$ cat config.mk
export PLATFORM = sky130hd
export DESIGN_NAME = midpoint_circle_rasterizer_unit
export DESIGN_NICKNAME = d
export VERILOG_FILES = /design/src/hdl/mcr_pkg.sv /design/src/hdl/midpoint_circle_rasterizer_unit.sv
export SDC_FILE = /design/constraint.sdc
export NUM_CORES = 1
export LEC_CHECK = 0
export ABC_AREA = 1
export BUFFER_PORTS_ARGS = -buffer_cell sky130_fd_sc_hd__buf_4
export CORE_ASPECT_RATIO = 1.75
export CORE_MARGIN = 2
export CORE_UTILIZATION = 50
export DETAILED_ROUTE_END_ITERATION = 8
export PLACE_DENSITY = 0.71
export SYNTH_ARGS = -nofsm -noshare
export SYNTH_HDL_FRONTEND = slang
export SYNTH_SLANG_ARGS = --single-unit
$ cat constraint.sdc
create_clock -name clk_i -period 4.05 [get_ports clk_i]
set_clock_uncertainty 0.2 [all_clocks]
set_input_delay 0.2025 -clock clk_i [delete_from_list [all_inputs] [get_ports clk_i]]
set_output_delay 0.2025 -clock clk_i [all_outputs]
set_load 0.05 [all_outputs]
$ cat src/hdl/mcr_pkg.sv
package mcr_pkg;

  // Default width of the center and radius coordinates.
  localparam int unsigned CoordBitsDef = 10;

  // Input item kinds carried on the slave tuser bit.
  typedef enum logic {
    REQ_START = 1'b0,
    REQ_STEP  = 1'b1
  } req_type_e;

  // Number of symmetric pixels that one step gives.
  localparam int unsigned PixPerStep = 8;

endpackage

$ cat src/hdl/midpoint_circle_rasterizer_unit.sv
// Channel   Dir  tdata (low bit up)                          tuser / tlast
// s_axis    in   center_x, center_y, radius (3*C bits,      tuser: req_type
//                zero padded to whole bytes)                 (0 start, 1 step)
// m_axis    out  pixel_x, pixel_y (signed, C+2 bits each,   tuser: circle_done
//                zero padded to whole bytes)                 tlast: last_of_step
//
// A start item and a step item while idle give no results. Each is taken as
// soon as the step buffer has room, which is the same cycle when no step is
// being sent out. A step item while a circle is active gives eight pixel items,
// one per cycle while the output is not stalled; the next item is taken once
// the last pixel enters the single output register fed by the pixel sequencer.
// Reset is asynchronous and active low; it clears the circle state and the
// valid flags of the step buffer and the output register. A stalled output
// holds its item, and the input side keeps accepting as long as the step
// buffer has room.
module midpoint_circle_rasterizer_unit
  import mcr_pkg::*;
#(
  parameter int unsigned COORD_BITS = CoordBitsDef
) (
  input  logic clk_i,
  input  logic rst_ni,

  input  logic                                 s_axis_tvalid,
  output logic                                 s_axis_tready,
  // center_x, center_y, radius from the lowest bit up, then zero padding.
  input  logic [((3*COORD_BITS+7)/8)*8-1:0]    s_axis_tdata,
  // req_type.
  input  logic                                 s_axis_tuser,

  output logic                                 m_axis_tvalid,
  input  logic                                 m_axis_tready,
  // pixel_x, pixel_y from the lowest bit up, then zero padding.
  output logic [((2*COORD_BITS+4+7)/8)*8-1:0]  m_axis_tdata,
  // last_of_step.
  output logic                                 m_axis_tlast,
  // circle_done.
  output logic                                 m_axis_tuser
);

  localparam int unsigned OctBits = COORD_BITS + 1;
  localparam int unsigned DecBits = COORD_BITS + 4;
  localparam int unsigned PixBits = COORD_BITS + 2;
  localparam int unsigned InBits  = ((3*COORD_BITS+7)/8)*8;
  localparam int unsigned OutBits = ((2*COORD_BITS+4+7)/8)*8;
  localparam int unsigned IdxBits = $clog2(PixPerStep);

  localparam logic signed [DecBits-1:0] DecThree = DecBits'(3);
  localparam logic signed [DecBits-1:0] DecSix   = DecBits'(6);
  localparam logic signed [DecBits-1:0] DecTen   = DecBits'(10);
  localparam logic [IdxBits-1:0]        IdxLast  = IdxBits'(PixPerStep - 1);

  // Circle state.
  logic                        active_q, active_d;
  logic [COORD_BITS-1:0]       cx_q, cx_d, cy_q, cy_d;
  logic signed [OctBits-1:0]   ox_q, ox_d, oy_q, oy_d;
  logic signed [DecBits-1:0]   dec_q, dec_d;

  // Step buffer: the octant point of the step whose pixels are being sent.
  logic                        job_valid_q, job_valid_d;
  logic [COORD_BITS-1:0]       jcx_q, jcy_q;
  logic signed [OctBits-1:0]   jx_q, jy_q;
  logic                        jdone_q;
  logic [IdxBits-1:0]          idx_q, idx_d;

  // Output register.
  logic                        out_valid_q, out_valid_d;
  logic signed [PixBits-1:0]   out_px_q, out_py_q;
  logic                        out_last_q, out_done_q;

  logic                        in_accept, out_load, job_free, job_load;
  logic [COORD_BITS-1:0]       in_cx, in_cy, in_r;
  logic signed [DecBits-1:0]   dec_x, dec_y, dec_step;
  logic signed [OctBits-1:0]   next_x, next_y;
  logic                        next_done;
  logic signed [OctBits-1:0]   off_a, off_b;
  logic signed [PixBits-1:0]   pix_cx, pix_cy, pix_a, pix_b, pix_x, pix_y;

  assign in_cx = s_axis_tdata[COORD_BITS-1:0];
  assign in_cy = s_axis_tdata[2*COORD_BITS-1:COORD_BITS];
  assign in_r  = s_axis_tdata[3*COORD_BITS-1:2*COORD_BITS];

  // The output register takes a pixel whenever a step is buffered and the register is empty or being drained.
  assign out_load = job_valid_q && (!out_valid_q || m_axis_tready);
  assign job_free = !job_valid_q || (out_load && (idx_q == IdxLast));

  // Starts and idle steps never need the buffer, but ready does not look at
  // the payload, so every item waits for buffer room.
  assign s_axis_tready = job_free;
  assign in_accept     = s_axis_tvalid && s_axis_tready;
  assign job_load      = in_accept && (s_axis_tuser == REQ_STEP) && active_q;

  // Decision update. A negative decision keeps y, otherwise y moves inward.
  always_comb begin
    dec_x = {{(DecBits-OctBits){ox_q[OctBits-1]}}, ox_q};
    dec_y = {{(DecBits-OctBits){oy_q[OctBits-1]}}, oy_q};
    if (dec_q[DecBits-1]) begin
      dec_step = dec_q + (dec_x <<< 2) + DecSix;
      next_y   = oy_q;
    end else begin
      dec_step = dec_q + ((dec_x - dec_y) <<< 2) + DecTen;
      next_y   = oy_q - OctBits'(1);
    end
    next_x    = ox_q + OctBits'(1);
    next_done = next_x > next_y;
  end

  always_comb begin
    active_d = active_q;
    cx_d     = cx_q;
    cy_d     = cy_q;
    ox_d     = ox_q;
    oy_d     = oy_q;
    dec_d    = dec_q;
    if (in_accept) begin
      if (s_axis_tuser == REQ_START) begin
        active_d = 1'b1;
        cx_d     = in_cx;
        cy_d     = in_cy;
        ox_d     = '0;
        oy_d     = {1'b0, in_r};
        dec_d    = DecThree - ($signed({{(DecBits-COORD_BITS){1'b0}}, in_r}) <<< 1);
      end else if (active_q) begin
        ox_d     = next_x;
        oy_d     = next_y;
        dec_d    = dec_step;
        active_d = !next_done;
      end
    end
  end

  // Pixel order: the upper index bit swaps x and y, bit 0 negates the column
  // offset and bit 1 negates the row offset.
  always_comb begin
    off_a  = idx_q[2] ? jy_q : jx_q;
    off_b  = idx_q[2] ? jx_q : jy_q;
    pix_cx = $signed({2'b00, jcx_q});
    pix_cy = $signed({2'b00, jcy_q});
    pix_a  = {off_a[OctBits-1], off_a};
    pix_b  = {off_b[OctBits-1], off_b};
    pix_x  = idx_q[0] ? (pix_cx - pix_a) : (pix_cx + pix_a);
    pix_y  = idx_q[1] ? (pix_cy - pix_b) : (pix_cy + pix_b);
  end

  always_comb begin
    job_valid_d = job_valid_q;
    idx_d       = idx_q;
    if (out_load) begin
      idx_d = idx_q + IdxBits'(1);
      if (idx_q == IdxLast) begin
        job_valid_d = 1'b0;
      end
    end
    if (job_load) begin
      job_valid_d = 1'b1;
      idx_d       = '0;
    end
  end

  always_comb begin
    out_valid_d = out_valid_q;
    if (out_load) begin
      out_valid_d = 1'b1;
    end else if (m_axis_tready) begin
      out_valid_d = 1'b0;
    end
  end

  always_ff @(posedge clk_i or negedge rst_ni) begin
    if (!rst_ni) begin
      active_q    <= 1'b0;
      cx_q        <= '0;
      cy_q        <= '0;
      ox_q        <= '0;
      oy_q        <= '0;
      dec_q       <= '0;
      job_valid_q <= 1'b0;
      idx_q       <= '0;
      out_valid_q <= 1'b0;
    end else begin
      active_q    <= active_d;
      cx_q        <= cx_d;
      cy_q        <= cy_d;
      ox_q        <= ox_d;
      oy_q        <= oy_d;
      dec_q       <= dec_d;
      job_valid_q <= job_valid_d;
      idx_q       <= idx_d;
      out_valid_q <= out_valid_d;
    end
  end

  // Payload registers carry no reset.
  always_ff @(posedge clk_i) begin
    if (job_load) begin
      jcx_q   <= cx_q;
      jcy_q   <= cy_q;
      jx_q    <= ox_q;
      jy_q    <= oy_q;
      jdone_q <= next_done;
    end
    if (out_load) begin
      out_px_q   <= pix_x;
      out_py_q   <= pix_y;
      out_last_q <= (idx_q == IdxLast);
      out_done_q <= (idx_q == IdxLast) && jdone_q;
    end
  end

  assign m_axis_tvalid = out_valid_q;
  assign m_axis_tdata  = OutBits'({out_py_q, out_px_q});
  assign m_axis_tlast  = out_last_q;
  assign m_axis_tuser  = out_done_q;

  // The padding bits of the input tdata carry nothing.
  logic unused_pad;
  assign unused_pad = ^{1'b0, s_axis_tdata[InBits-1:0]};

endmodule
# ---- Word-level counts from Yosys, hierarchy flattened
# Cells that the tools add are included.
dict set report totals {
  regBits 131
  input_bits 37
}
dict set report op_classes {
  add_sub_neg 13
  magnitude_cmp 1
  n_eq_ne 2
  n_mux 21
  bitwise_logic 1
  n_reduce_logical 17
}
# cell count
set op_table {}
lappend op_table {{11-bit two-way mux} 7}
lappend op_table {{14-bit two-way mux} 3}
lappend op_table {{11-bit by 11-bit subtractor with 12-bit output} 3}
lappend op_table {{11-bit by 11-bit adder with 12-bit output} 2}
lappend op_table {{12-bit two-way mux} 2}
lappend op_table {{14-bit by 13-bit adder with 14-bit output} 1}
lappend op_table {{14-bit adder} 1}
lappend op_table {{14-bit by 4-bit adder with 14-bit output (second input constant)} 1}
lappend op_table {{14-bit by 5-bit adder with 14-bit output (second input constant)} 1}
lappend op_table {{2-bit by 11-bit subtractor with 12-bit output (first input constant)} 1}
lappend op_table {{11-bit by 2-bit adder with 11-bit output (second input constant)} 1}
lappend op_table {{11-bit > comparator} 1}
lappend op_table {{11-bit by 2-bit subtractor with 11-bit output (second input constant)} 1}
lappend op_table {{1-bit two-way mux} 7}
lappend op_table {{1-bit logical AND} 6}
lappend op_table {{3-bit two-way mux} 2}
lappend op_table {{2-bit AND reduction} 3}
lappend op_table {{2-bit nonzero test} 3}
lappend op_table {{3-bit by 1-bit adder with 3-bit output (second input constant)} 1}
lappend op_table {{3-bit equality test (second input constant)} 1}
lappend op_table {{1-bit zero test} 3}
lappend op_table {{1-bit logical OR} 2}
lappend op_table {{2-bit by 1-bit inequality test with 1-bit output (second input constant)} 1}
lappend op_table {{1-bit NOT} 1}

# ---- Longest topological paths before layout
# Gate-level depths: netlist (run 1).
dict set report depth {
  ltp_word 10
  mapped_depth 25
  ltp_nobuf 25
}

# ---- Worst setup path after synthesis (run 1)
# No wires, ideal clock.
dict set report synth_timing {
  kind {register to register}
  from {reg ox_q[0]}
  to {reg dec_q[13]}
  arrival_ps 3298
  slack_ps 474
  path_stages_with_launch 26
  synth_period_minus_slack_ps 3576
  cell_sequence {dfrtp_1 -> inv_1 -> ha_1 -> inv_1 -> fa_1 -> nand3_1 -> nand2_1 -> a21oi_1 -> o21ai_0 -> nand2_1 -> nand2_1 -> a21oi_1 -> xor2_1 -> ha_1 -> ha_1 -> nand2_1 -> inv_1 -> a21oi_1 -> nand3_1 -> nand2_1 -> nand2_1 -> inv_1 -> nand2_1 -> nand3_1 -> nand3_1 -> a21oi_1}
}
dict set report synth_between {
  elab_chain_cells 6
  word_cells_on_any_way 8
  classes_between {5 x add/sub; 3 x mux}
}
# item line
set synth_lines {}
lappend synth_lines {{from (decl)} midpoint_circle_rasterizer_unit.sv:56} ;# logic signed [OctBits-1:0] ox_q, ox_d, oy_q, oy_d;
lappend synth_lines {{from (signal assigned)} midpoint_circle_rasterizer_unit.sv:174} ;# ox_q <= '0;
lappend synth_lines {{from (signal assigned)} midpoint_circle_rasterizer_unit.sv:184} ;# ox_q <= ox_d;
lappend synth_lines {{11-bit by 11-bit subtractor with 12-bit output} midpoint_circle_rasterizer_unit.sv:101} ;# dec_step = dec_q + ((dec_x - dec_y) <<< 2) + DecTen;
lappend synth_lines {{14-bit adder} midpoint_circle_rasterizer_unit.sv:101}
lappend synth_lines {{14-bit by 5-bit adder with 14-bit output} midpoint_circle_rasterizer_unit.sv:101}
lappend synth_lines {{14-bit two-way mux *} midpoint_circle_rasterizer_unit.sv:97} ;# if (dec_q[DecBits-1]) begin
lappend synth_lines {{14-bit two-way mux *} midpoint_circle_rasterizer_unit.sv:123} ;# end else if (active_q) begin
lappend synth_lines {{14-bit two-way mux *} midpoint_circle_rasterizer_unit.sv:116} ;# if (s_axis_tuser == REQ_START) begin
lappend synth_lines {{to (signal assigned)} midpoint_circle_rasterizer_unit.sv:176} ;# dec_q <= '0;
lappend synth_lines {{to (signal assigned)} midpoint_circle_rasterizer_unit.sv:186} ;# dec_q <= dec_d;
lappend synth_lines {{to (decl)} midpoint_circle_rasterizer_unit.sv:57} ;# logic signed [DecBits-1:0] dec_q, dec_d;
# Every way passes the cells marked *; elsewhere a longest branch is shown, timed or not. The select of a mux whose other input is x is not followed.
# A chain may end at the register's enable or synchronous reset.

# ---- Final worst setup path (run 1)
dict set report layout_timing {
  from {reg oy_q[0]}
  to {reg active_q}
}
dict set report layout_between {
  elab_chain_cells 6
}
# item line
set layout_lines {}
lappend layout_lines {{from (decl)} midpoint_circle_rasterizer_unit.sv:56}
lappend layout_lines {{from (signal assigned)} midpoint_circle_rasterizer_unit.sv:185} ;# oy_q <= oy_d;
lappend layout_lines {{11-bit by 2-bit subtractor with 11-bit output} midpoint_circle_rasterizer_unit.sv:102} ;# next_y = oy_q - OctBits'(1);
lappend layout_lines {{11-bit two-way mux *} midpoint_circle_rasterizer_unit.sv:97}
lappend layout_lines {{11-bit > comparator *} midpoint_circle_rasterizer_unit.sv:105} ;# next_done = next_x > next_y;
lappend layout_lines {{net next_done} midpoint_circle_rasterizer_unit.sv:75} ;# logic next_done;
lappend layout_lines {{1-bit zero test *} midpoint_circle_rasterizer_unit.sv:127} ;# active_d = !next_done;
lappend layout_lines {{1-bit two-way mux *} midpoint_circle_rasterizer_unit.sv:123}
lappend layout_lines {{1-bit two-way mux *} midpoint_circle_rasterizer_unit.sv:116}
lappend layout_lines {{to (signal assigned)} midpoint_circle_rasterizer_unit.sv:181} ;# active_q <= active_d;
lappend layout_lines {{to (decl)} midpoint_circle_rasterizer_unit.sv:54} ;# logic active_q, active_d;
# The timed path passes the listed nets; every way through them passes the cells marked *.

==> results.toml, run 1 <==
[global_route]
grt_util_met1_pct = 23.2
grt-busiest-layer = "met2"
globalRouteTotalUtil_pct = 25.1
globalRouteMet3Util_pct = 3.23
gr-total-overflow = 0
first_global_vias = 8161
grt.met2_usage_pct = 49.5
grt_max_degree = 62
grt_pass1_wl_microns = 37700
antenna_found_initial = 0

[die]
initial_core_util_pct = 51.0
fp.coreArea_sq_um = 18000
rows = 65
die_height_microns = 183
die_w_microns = 106
io-pin-count = 65
dieArea_sq_um = 19500

[setup_path]
worstPathMaxFanout = 4
crit_path_start_kind = "flip-flop"
critical_path.endpoint_type = "flip-flop"
timing.reg2reg.worst_path_depth = 17
regToRegSetupSlack_ns = 0.32
worst-setup-path-type = "reg2reg"
critical_path_arrival_ns = 3.81
worst_r2r_startpoint = "oy_q[0]$_DFFE_PN0P_"
critical_path_required_ns = 4.12
rr_endpoint = "active_q$_DFFE_PN0P_"

[placed_design]
place.detailed.instances = 1397
final_hpwl_dp_microns = 17800
detailedPlace.worstSlack_ns = 0.160
place.gp.congestion = 0.923
io_buffer_count = 62

[worst_hold_path]
min_path_type = "in2reg"
hold_depth = 6
min_to = "dec_q[5]$_DFFE_PN0P_"
worst_hold_launch = "s_axis_tdata[24]"

[clocking]
cts_buffer_depth = 2
tritoncts_clock_tree = "done"
path_clk_slew_ns = 0.06
cts-buffers-inserted = 17
clock_tree.htree_level_count = 4
insertion_delay_ns = 0.43
clock_tree.root_cell = "sky130_fd_sc_hd__clkbuf_16"
numClockSinks = 130

[yosys]
synth_cells = 1102
synth_seq_area_share_pct = 39.3
synth.lib_cells_used.distinct = 49
synth-seq-cells = 130
synth-edff-count = 69
synthesis.area_sq_um = 9160
mappedNetlistNets = 1237
synth-async-reset-ratio_pct = 46.9
avgSynthCellArea_sq_um = 8.31
synth_flop_cell = "sky130_fd_sc_hd__edfxtp_1"
synth_warnings = 0

[power_and_ir_drop]
power_mw = 10.2
power.density_cell_area_nw_per_um2 = 931
static-leakage-power_nw = 5.28
max-vdd-ir-drop_uv = 716

[layout]
fill_cell_total_of_the_finished_layout = 1565
post_layout_net_count = 1350
final_layout_size_suffix_gt1_share_pct = 13.1
antenna_cells = 0
finalNonFillerCells = 1462
synthToLayoutAreaGrowth_pct = 19.6
post-route-util_pct = 61.0

[timing]
timing.slew.headroom_pct = 30.7
setup-violations-final = 0
measured_slew_at_the_worst_slew_check_pin_ns = 1.04
report.final.hold_viol_count = 0
min_period_ns = 3.73
maxClockFrequency_ghz = 0.268
rsz0062_at_grt = "true"
maxSlewViolCount = 0
final.period_utilization_pct = 92.1
finalWorstSetupSlack_ns = 0.318
setup_tns_ns = 0

[drt]
drt-wirelength-per-cell_microns = 15.9
drcViolationCount = 0
viasPerCell = 5.39
ant_nets = 0
routed-via-count = 7880
detailedRoute.firstIterationViolations = 317
drt_first_pass_iters = 4
wirelength_microns = 23200

[run]
drv_cap = 0

[run_status]
run_status = "finished clean"
## where the power goes
| group | switching, mW | leakage [nW] | total [mW] | internal, mW |
|---|---|---|---|---|
| combinational | 3.99 | 3.57 | 6.23 | 2.24 |
| sequential | 0.272 | 1.40 | 2.34 | 2.07 |
| clock | 0.588 | 0.301 | 1.63 | 1.05 |
| total | 4.85 | 5.28 | 10.2 | 5.36 |
## critical path, cell delays in order, from the launching register on
cell and delay [ns]:
sky130_fd_sc_hd__dfrtp_1 0.39, sky130_fd_sc_hd__buf_4 0.15, sky130_fd_sc_hd__inv_1 0.06, sky130_fd_sc_hd__ha_1 0.19, sky130_fd_sc_hd__nand4_1 0.19, sky130_fd_sc_hd__nor3_1 0.46
sky130_fd_sc_hd__nand3_1 0.18, sky130_fd_sc_hd__xor2_1 0.22, sky130_fd_sc_hd__inv_1 0.07, sky130_fd_sc_hd__ha_1 0.31, sky130_fd_sc_hd__a21oi_1 0.17, sky130_fd_sc_hd__nor2_1 0.06
sky130_fd_sc_hd__a211oi_1 0.35, sky130_fd_sc_hd__nand4_1 0.14, sky130_fd_sc_hd__a21oi_1 0.23, sky130_fd_sc_hd__nand2_1 0.07, sky130_fd_sc_hd__nand2_1 0.07, sky130_fd_sc_hd__nand2_1 0.06
## final cells by class
class,instances,area [sq um],share of cell area [%]
clock buffer,19,443,4.04
clock inverter,13,184,1.68
inverter,144,546,4.98
multi-input combinational,805,4940,45.1
sequential,130,3600,32.8
tap,234,293,2.67
timing repair buffer,117,958,8.74
## cells by family (layout without fill, tap and decap cells)
group                      count (synthesis)  after routing  share of synthesized area (%)
and+or+nand+nor                          440            440                           20.4
AOI/OAI and AO/OA                        196            196                           12.2
buffers and inverters                    167            293                           7.36
DFF                                      130            130                           39.3
adders and majority gates                 98             98                           13.8
xor gates and xnor gates                  67             67                           6.40
muxes                                      4              4                          0.519
## layer usage
layer	routed length, microns	up-vias
met3	660	88
met4	1550	0
met2	13000	178
met5	0	-
li1	-	3899
met1	7990	3715
## layout by cell type (no fill, tap or decap), types with 6 or more instances in the layout
cell and n:
sky130_fd_sc_hd__nand2_2 8, sky130_fd_sc_hd__xor2_1 51, sky130_fd_sc_hd__dfrtp_1 61, sky130_fd_sc_hd__o22ai_1 6, sky130_fd_sc_hd__a21oi_1 64, sky130_fd_sc_hd__o211ai_1 9
sky130_fd_sc_hd__o21ai_0 68, sky130_fd_sc_hd__buf_4 85, sky130_fd_sc_hd__nor2_1 53, sky130_fd_sc_hd__nand3_1 57, sky130_fd_sc_hd__inv_1 140, sky130_fd_sc_hd__o21ai_1 8
sky130_fd_sc_hd__xnor2_1 16, sky130_fd_sc_hd__dlygate4sd3_1 32, sky130_fd_sc_hd__edfxtp_1 69, sky130_fd_sc_hd__clkbuf_16 17, sky130_fd_sc_hd__ha_1 91, sky130_fd_sc_hd__nand4_1 13
sky130_fd_sc_hd__a31oi_1 7, sky130_fd_sc_hd__nor2_2 9, sky130_fd_sc_hd__o21ai_2 6, sky130_fd_sc_hd__nand2_1 276, sky130_fd_sc_hd__nor3_1 8
## synthesized netlist by cell type (8+ instances only)
master | count | area share [%]
sky130_fd_sc_hd__nand4_1 | 13 | 0.89
sky130_fd_sc_hd__a21oi_1 | 69 | 3.8
sky130_fd_sc_hd__o211ai_1 | 9 | 0.74
sky130_fd_sc_hd__nor3_1 | 8 | 0.44
sky130_fd_sc_hd__dfrtp_1 | 61 | 17
sky130_fd_sc_hd__nor2_1 | 54 | 2.2
sky130_fd_sc_hd__clkbuf_1 | 12 | 0.49
sky130_fd_sc_hd__o21ai_0 | 69 | 3.8
sky130_fd_sc_hd__edfxtp_1 | 69 | 23
sky130_fd_sc_hd__inv_1 | 140 | 5.7
sky130_fd_sc_hd__xnor2_1 | 16 | 1.5
sky130_fd_sc_hd__xor2_1 | 51 | 4.9
sky130_fd_sc_hd__nor2_2 | 8 | 0.55
sky130_fd_sc_hd__ha_1 | 93 | 13
sky130_fd_sc_hd__nand3_1 | 57 | 3.1
sky130_fd_sc_hd__nand2_1 | 277 | 11
## worst max-delay path by stage
stage	start	end	slack (ns)	depth (start not counted)
2_1_floorplan	ox_q[0]$_DFFE_PN0P_	dec_q[13]$_DFFE_PN0P_	0.47	25
3_3_place_gp	ox_q[0]$_DFFE_PN0P_	dec_q[13]$_DFFE_PN0P_	0.22	25
3_5_place_dp	ox_q[0]$_DFFE_PN0P_	dec_q[13]$_DFFE_PN0P_	0.16	25
4_1_cts	ox_q[0]$_DFFE_PN0P_	dec_q[13]$_DFFE_PN0P_	0.10	25
5_1_grt	ox_q[0]$_DFFE_PN0P_	dec_q[13]$_DFFE_PN0P_	-0.05	24
6_report	oy_q[0]$_DFFE_PN0P_	active_q$_DFFE_PN0P_	0.32	17
## sequential cells by signal (all words and copies together) (netlist names), 3 cells and up
| name | cells |
|---|---|
| dec_q | 13 |
| out_px_q | 12 |
| jy_q | 11 |
| idx_q | 3 |
| jx_q | 11 |
| oy_q | 11 |
| jcy_q | 10 |
| jcx_q | 10 |
| out_py_q | 12 |
| ox_q | 11 |
| cy_q | 10 |
| cx_q | 10 |
## metrics by stage
stage	instance area, sq um	hold WS [ns]
6_report	11000	0.0660
5_1_grt	11000	0.135
4_1_cts	10900	0.0521
3_5_place_dp	9960	0.160
3_3_place_gp	9960	0.161
2_1_floorplan	9160	-0.293
## timing repair
action	4_1_cts	5_1_grt
resized for setup	0	11
setup buffers	0	1
endpoints found under the hold margin	96	0
hold buffers	32	0
setup endpoints to repair	0	3
(Power assumes the default switching activity.)
==> inputs of run 2 (changes only) <==
--- a/config.mk
+++ b/config.mk
@@ -11,7 +11,7 @@
 export CORE_MARGIN = 2
 export CORE_UTILIZATION = 50
 export DETAILED_ROUTE_END_ITERATION = 8
-export PLACE_DENSITY = 0.71
+export PLACE_DENSITY_LB_ADDON = 0.25
 export SYNTH_ARGS = -nofsm -noshare
 export SYNTH_HDL_FRONTEND = slang
 export SYNTH_SLANG_ARGS = --single-unit
==> results.toml, run 2 (synthesized netlist as in run 1, its figures left out) <==
[run_status]
run_status = "finished clean"

[layout]
mostFrequentLayoutCells = "sky130_fd_sc_hd__nand2_1, sky130_fd_sc_hd__inv_1, sky130_fd_sc_hd__ha_1"
post_layout_net_count = 1347
finalNonFillerCells = 1459
layout_top_registers = "dec_q x13, out_px_q x12, out_py_q x12"
largest_register_ffs = 13
final_layout_size_suffix_gt1_share_pct = 12.6
antenna_cells = 0
synthToLayoutAreaGrowth_pct = 19.4
regMostFlops = "dec_q"
layout.cells.most_common = "sky130_fd_sc_hd__nand2_1"

[placed_design]
place.gp.congestion = 0.922
final_hpwl_dp_microns = 17300
io_buffer_count = 62
place.detailed.instances = 1394

[drt]
wl_met3_microns = 618
detailedRoute.firstIterationViolations = 314
topmost_layer_with_routed_signal_wires = "met4"
drcViolationCount = 0
routed-wl-met2_microns = 12700
drt-wirelength-per-cell_microns = 15.6
viasPerCell = 5.37
routed-via-count = 7834
ant_nets = 0
drt_first_pass_iters = 5
wirelength_microns = 22700
met1_length_microns = 8100

[timing]
setup_tns_ns = 0
setup-violations-final = 0
measured_slew_at_the_worst_slew_check_pin_ns = 1.07
rsz0062_at_grt = "false"
min_period_ns = 3.76
timing.slew.headroom_pct = 28.8
maxClockFrequency_ghz = 0.266
maxSlewViolCount = 0
report.final.hold_viol_count = 0
final.period_utilization_pct = 92.8

[clocking]
cts-buffers-inserted = 17
numClockSinks = 130
tritoncts_clock_tree = "done"
insertion_delay_ns = 0.42
clock_tree.root_cell = "sky130_fd_sc_hd__clkbuf_16"
cts_buffer_depth = 2
clock_tree.htree_level_count = 4
path_clk_slew_ns = 0.06

[die]
die_height_microns = 183
rows = 65
fp.coreArea_sq_um = 18000
dieArea_sq_um = 19500
die_w_microns = 106
io-pin-count = 65
initial_core_util_pct = 51.0

[power_and_ir_drop]
power.share.sequential_pct = 22.9
static-leakage-power_nw = 5.26
max-vdd-ir-drop_uv = 749
power.switching_fraction_pct = 47.2
clock_power_share_pct = 16.5
power.density_cell_area_nw_per_um2 = 931
power.combinational.fraction_pct = 60.6
p_sw_mw = 4.81
internal-power_mw = 5.38

[global_route]
globalRouteTotalUtil_pct = 24.6
gr-total-overflow = 0
grt_max_degree = 62
first_global_vias = 8235
grt_pass1_wl_microns = 37200
antenna_found_initial = 0

[worst_hold_path]
worst_hold_launch = "s_axis_tdata[24]"
min_path_type = "in2reg"

[setup_path]
worstPathMaxFanout = 6
critical_path_arrival_ns = 3.89
critical_path.endpoint_type = "flip-flop"
crit_path_start_kind = "flip-flop"
critical_path_required_ns = 4.18
worst-setup-path-type = "reg2reg"
worst_r2r_startpoint = "ox_q[0]$_DFFE_PN0P_"
crit_start = "ox_q[0]$_DFFE_PN0P_"

[run]
drv_cap = 0
==> run 2: changes by cell type in the layout (fill, tap and decap cells not counted), sizes merged <==
cell / previous run / this run
buf: 85 / 82
bufinv: 4 / 5
clkbuf: 19 / 18
clkinvlp: 2 / 3
inv: 143 / 142
==> run 2: path summary, 6_finish.rpt <==
| check | endpoint | slack [ns] | cells past startpoint |
|---|---|---|---|
| setup / recovery | dec_q[12]$_DFFE_PN0P_ | 0.29 | 21 |
| hold reg to reg | jcy_q[4]$_DFFE_PP_ | 0.24 | 0 |
| max in group asynchronous | ox_q[9]$_DFFE_PN0P_ | 2.85 | 2 |
| hold / removal | dec_q[5]$_DFFE_PN0P_ | 0.09 | 6 |
| min in group asynchronous | dec_q[5]$_DFFE_PN0P_ | 0.23 | 2 |
| setup reg to reg | dec_q[12]$_DFFE_PN0P_ | 0.29 | 21 |
==> run 2: what timing repair did <==
action / in CTS / in global routing
hold endpoints to repair: 95 / 0
setup buffers: 0 / 1
hold buffers: 32 / 0
setup endpoints to repair: 0 / 2
gates resized for setup: 0 / 5
==> run 2: final cells by class <==
type | count | area [sq um]
multi-input combinational | 805 | 4920
clock buffer | 18 | 429
inverter | 144 | 546
timing repair buffer | 114 | 936
sequential | 130 | 3600
tap | 234 | 293
fill | 1591 | 7030
clock inverter | 14 | 213
==> run 2: power by group through the flow <==
| stage | sequential (mW) | combinational [mW] | clock, mW |
|---|---|---|---|
| 4_1_cts | 2.33 | 6.08 | 1.70 |
| 5_1_grt | 2.38 | 6.90 | 1.76 |
| 6_report | 2.34 | 6.17 | 1.68 |
| 3_5_place_dp | 2.36 | 6.02 | 0 |
| 2_1_floorplan | 2.78 | 4.10 | 0 |
| 3_3_place_gp | 2.34 | 5.90 | 0 |
==> run 2: routing by layer <==
layer	vias up	GRT usage, %
met2	190	48.4
met5	-	0
met4	0	15.8
met1	3669	23.1
li1	3898	-
met3	77	3.23
==> run 2: through the flow <==
stage               cell area, sq um  utilization (%)  total power [mW]  worst slack, ns  hold WS [ns]
detailed placement              9930             55.3              8.38            0.178         0.164
global placement                9930             55.3              8.25            0.213         0.160
floorplan                       9160                -              6.88            0.474        -0.293
global route                   10900             60.9              11.0           0.0210         0.113
finish                         10900             60.9              10.2            0.292        0.0861
CTS                            10900             60.6              10.1            0.143        0.0653
==> run 2: critical path, cell delays in order (launching register included) <==
cell and delay [ns]:
sky130_fd_sc_hd__dfrtp_1 0.38, sky130_fd_sc_hd__inv_1 0.08, sky130_fd_sc_hd__ha_1 0.14, sky130_fd_sc_hd__inv_1 0.06, sky130_fd_sc_hd__fa_1 0.40, sky130_fd_sc_hd__nand3_1 0.08
sky130_fd_sc_hd__nand2_1 0.10, sky130_fd_sc_hd__a21oi_2 0.20, sky130_fd_sc_hd__o21ai_0 0.15, sky130_fd_sc_hd__buf_4 0.17, sky130_fd_sc_hd__xnor2_1 0.13, sky130_fd_sc_hd__inv_1 0.06
sky130_fd_sc_hd__ha_1 0.31, sky130_fd_sc_hd__ha_4 0.31, sky130_fd_sc_hd__nand2_1 0.05, sky130_fd_sc_hd__nor2_1 0.15, sky130_fd_sc_hd__nand3_1 0.10, sky130_fd_sc_hd__nand4_1 0.16
sky130_fd_sc_hd__nor2_1 0.05, sky130_fd_sc_hd__o21ai_0 0.15, sky130_fd_sc_hd__nand2_1 0.07, sky130_fd_sc_hd__a21boi_0 0.16
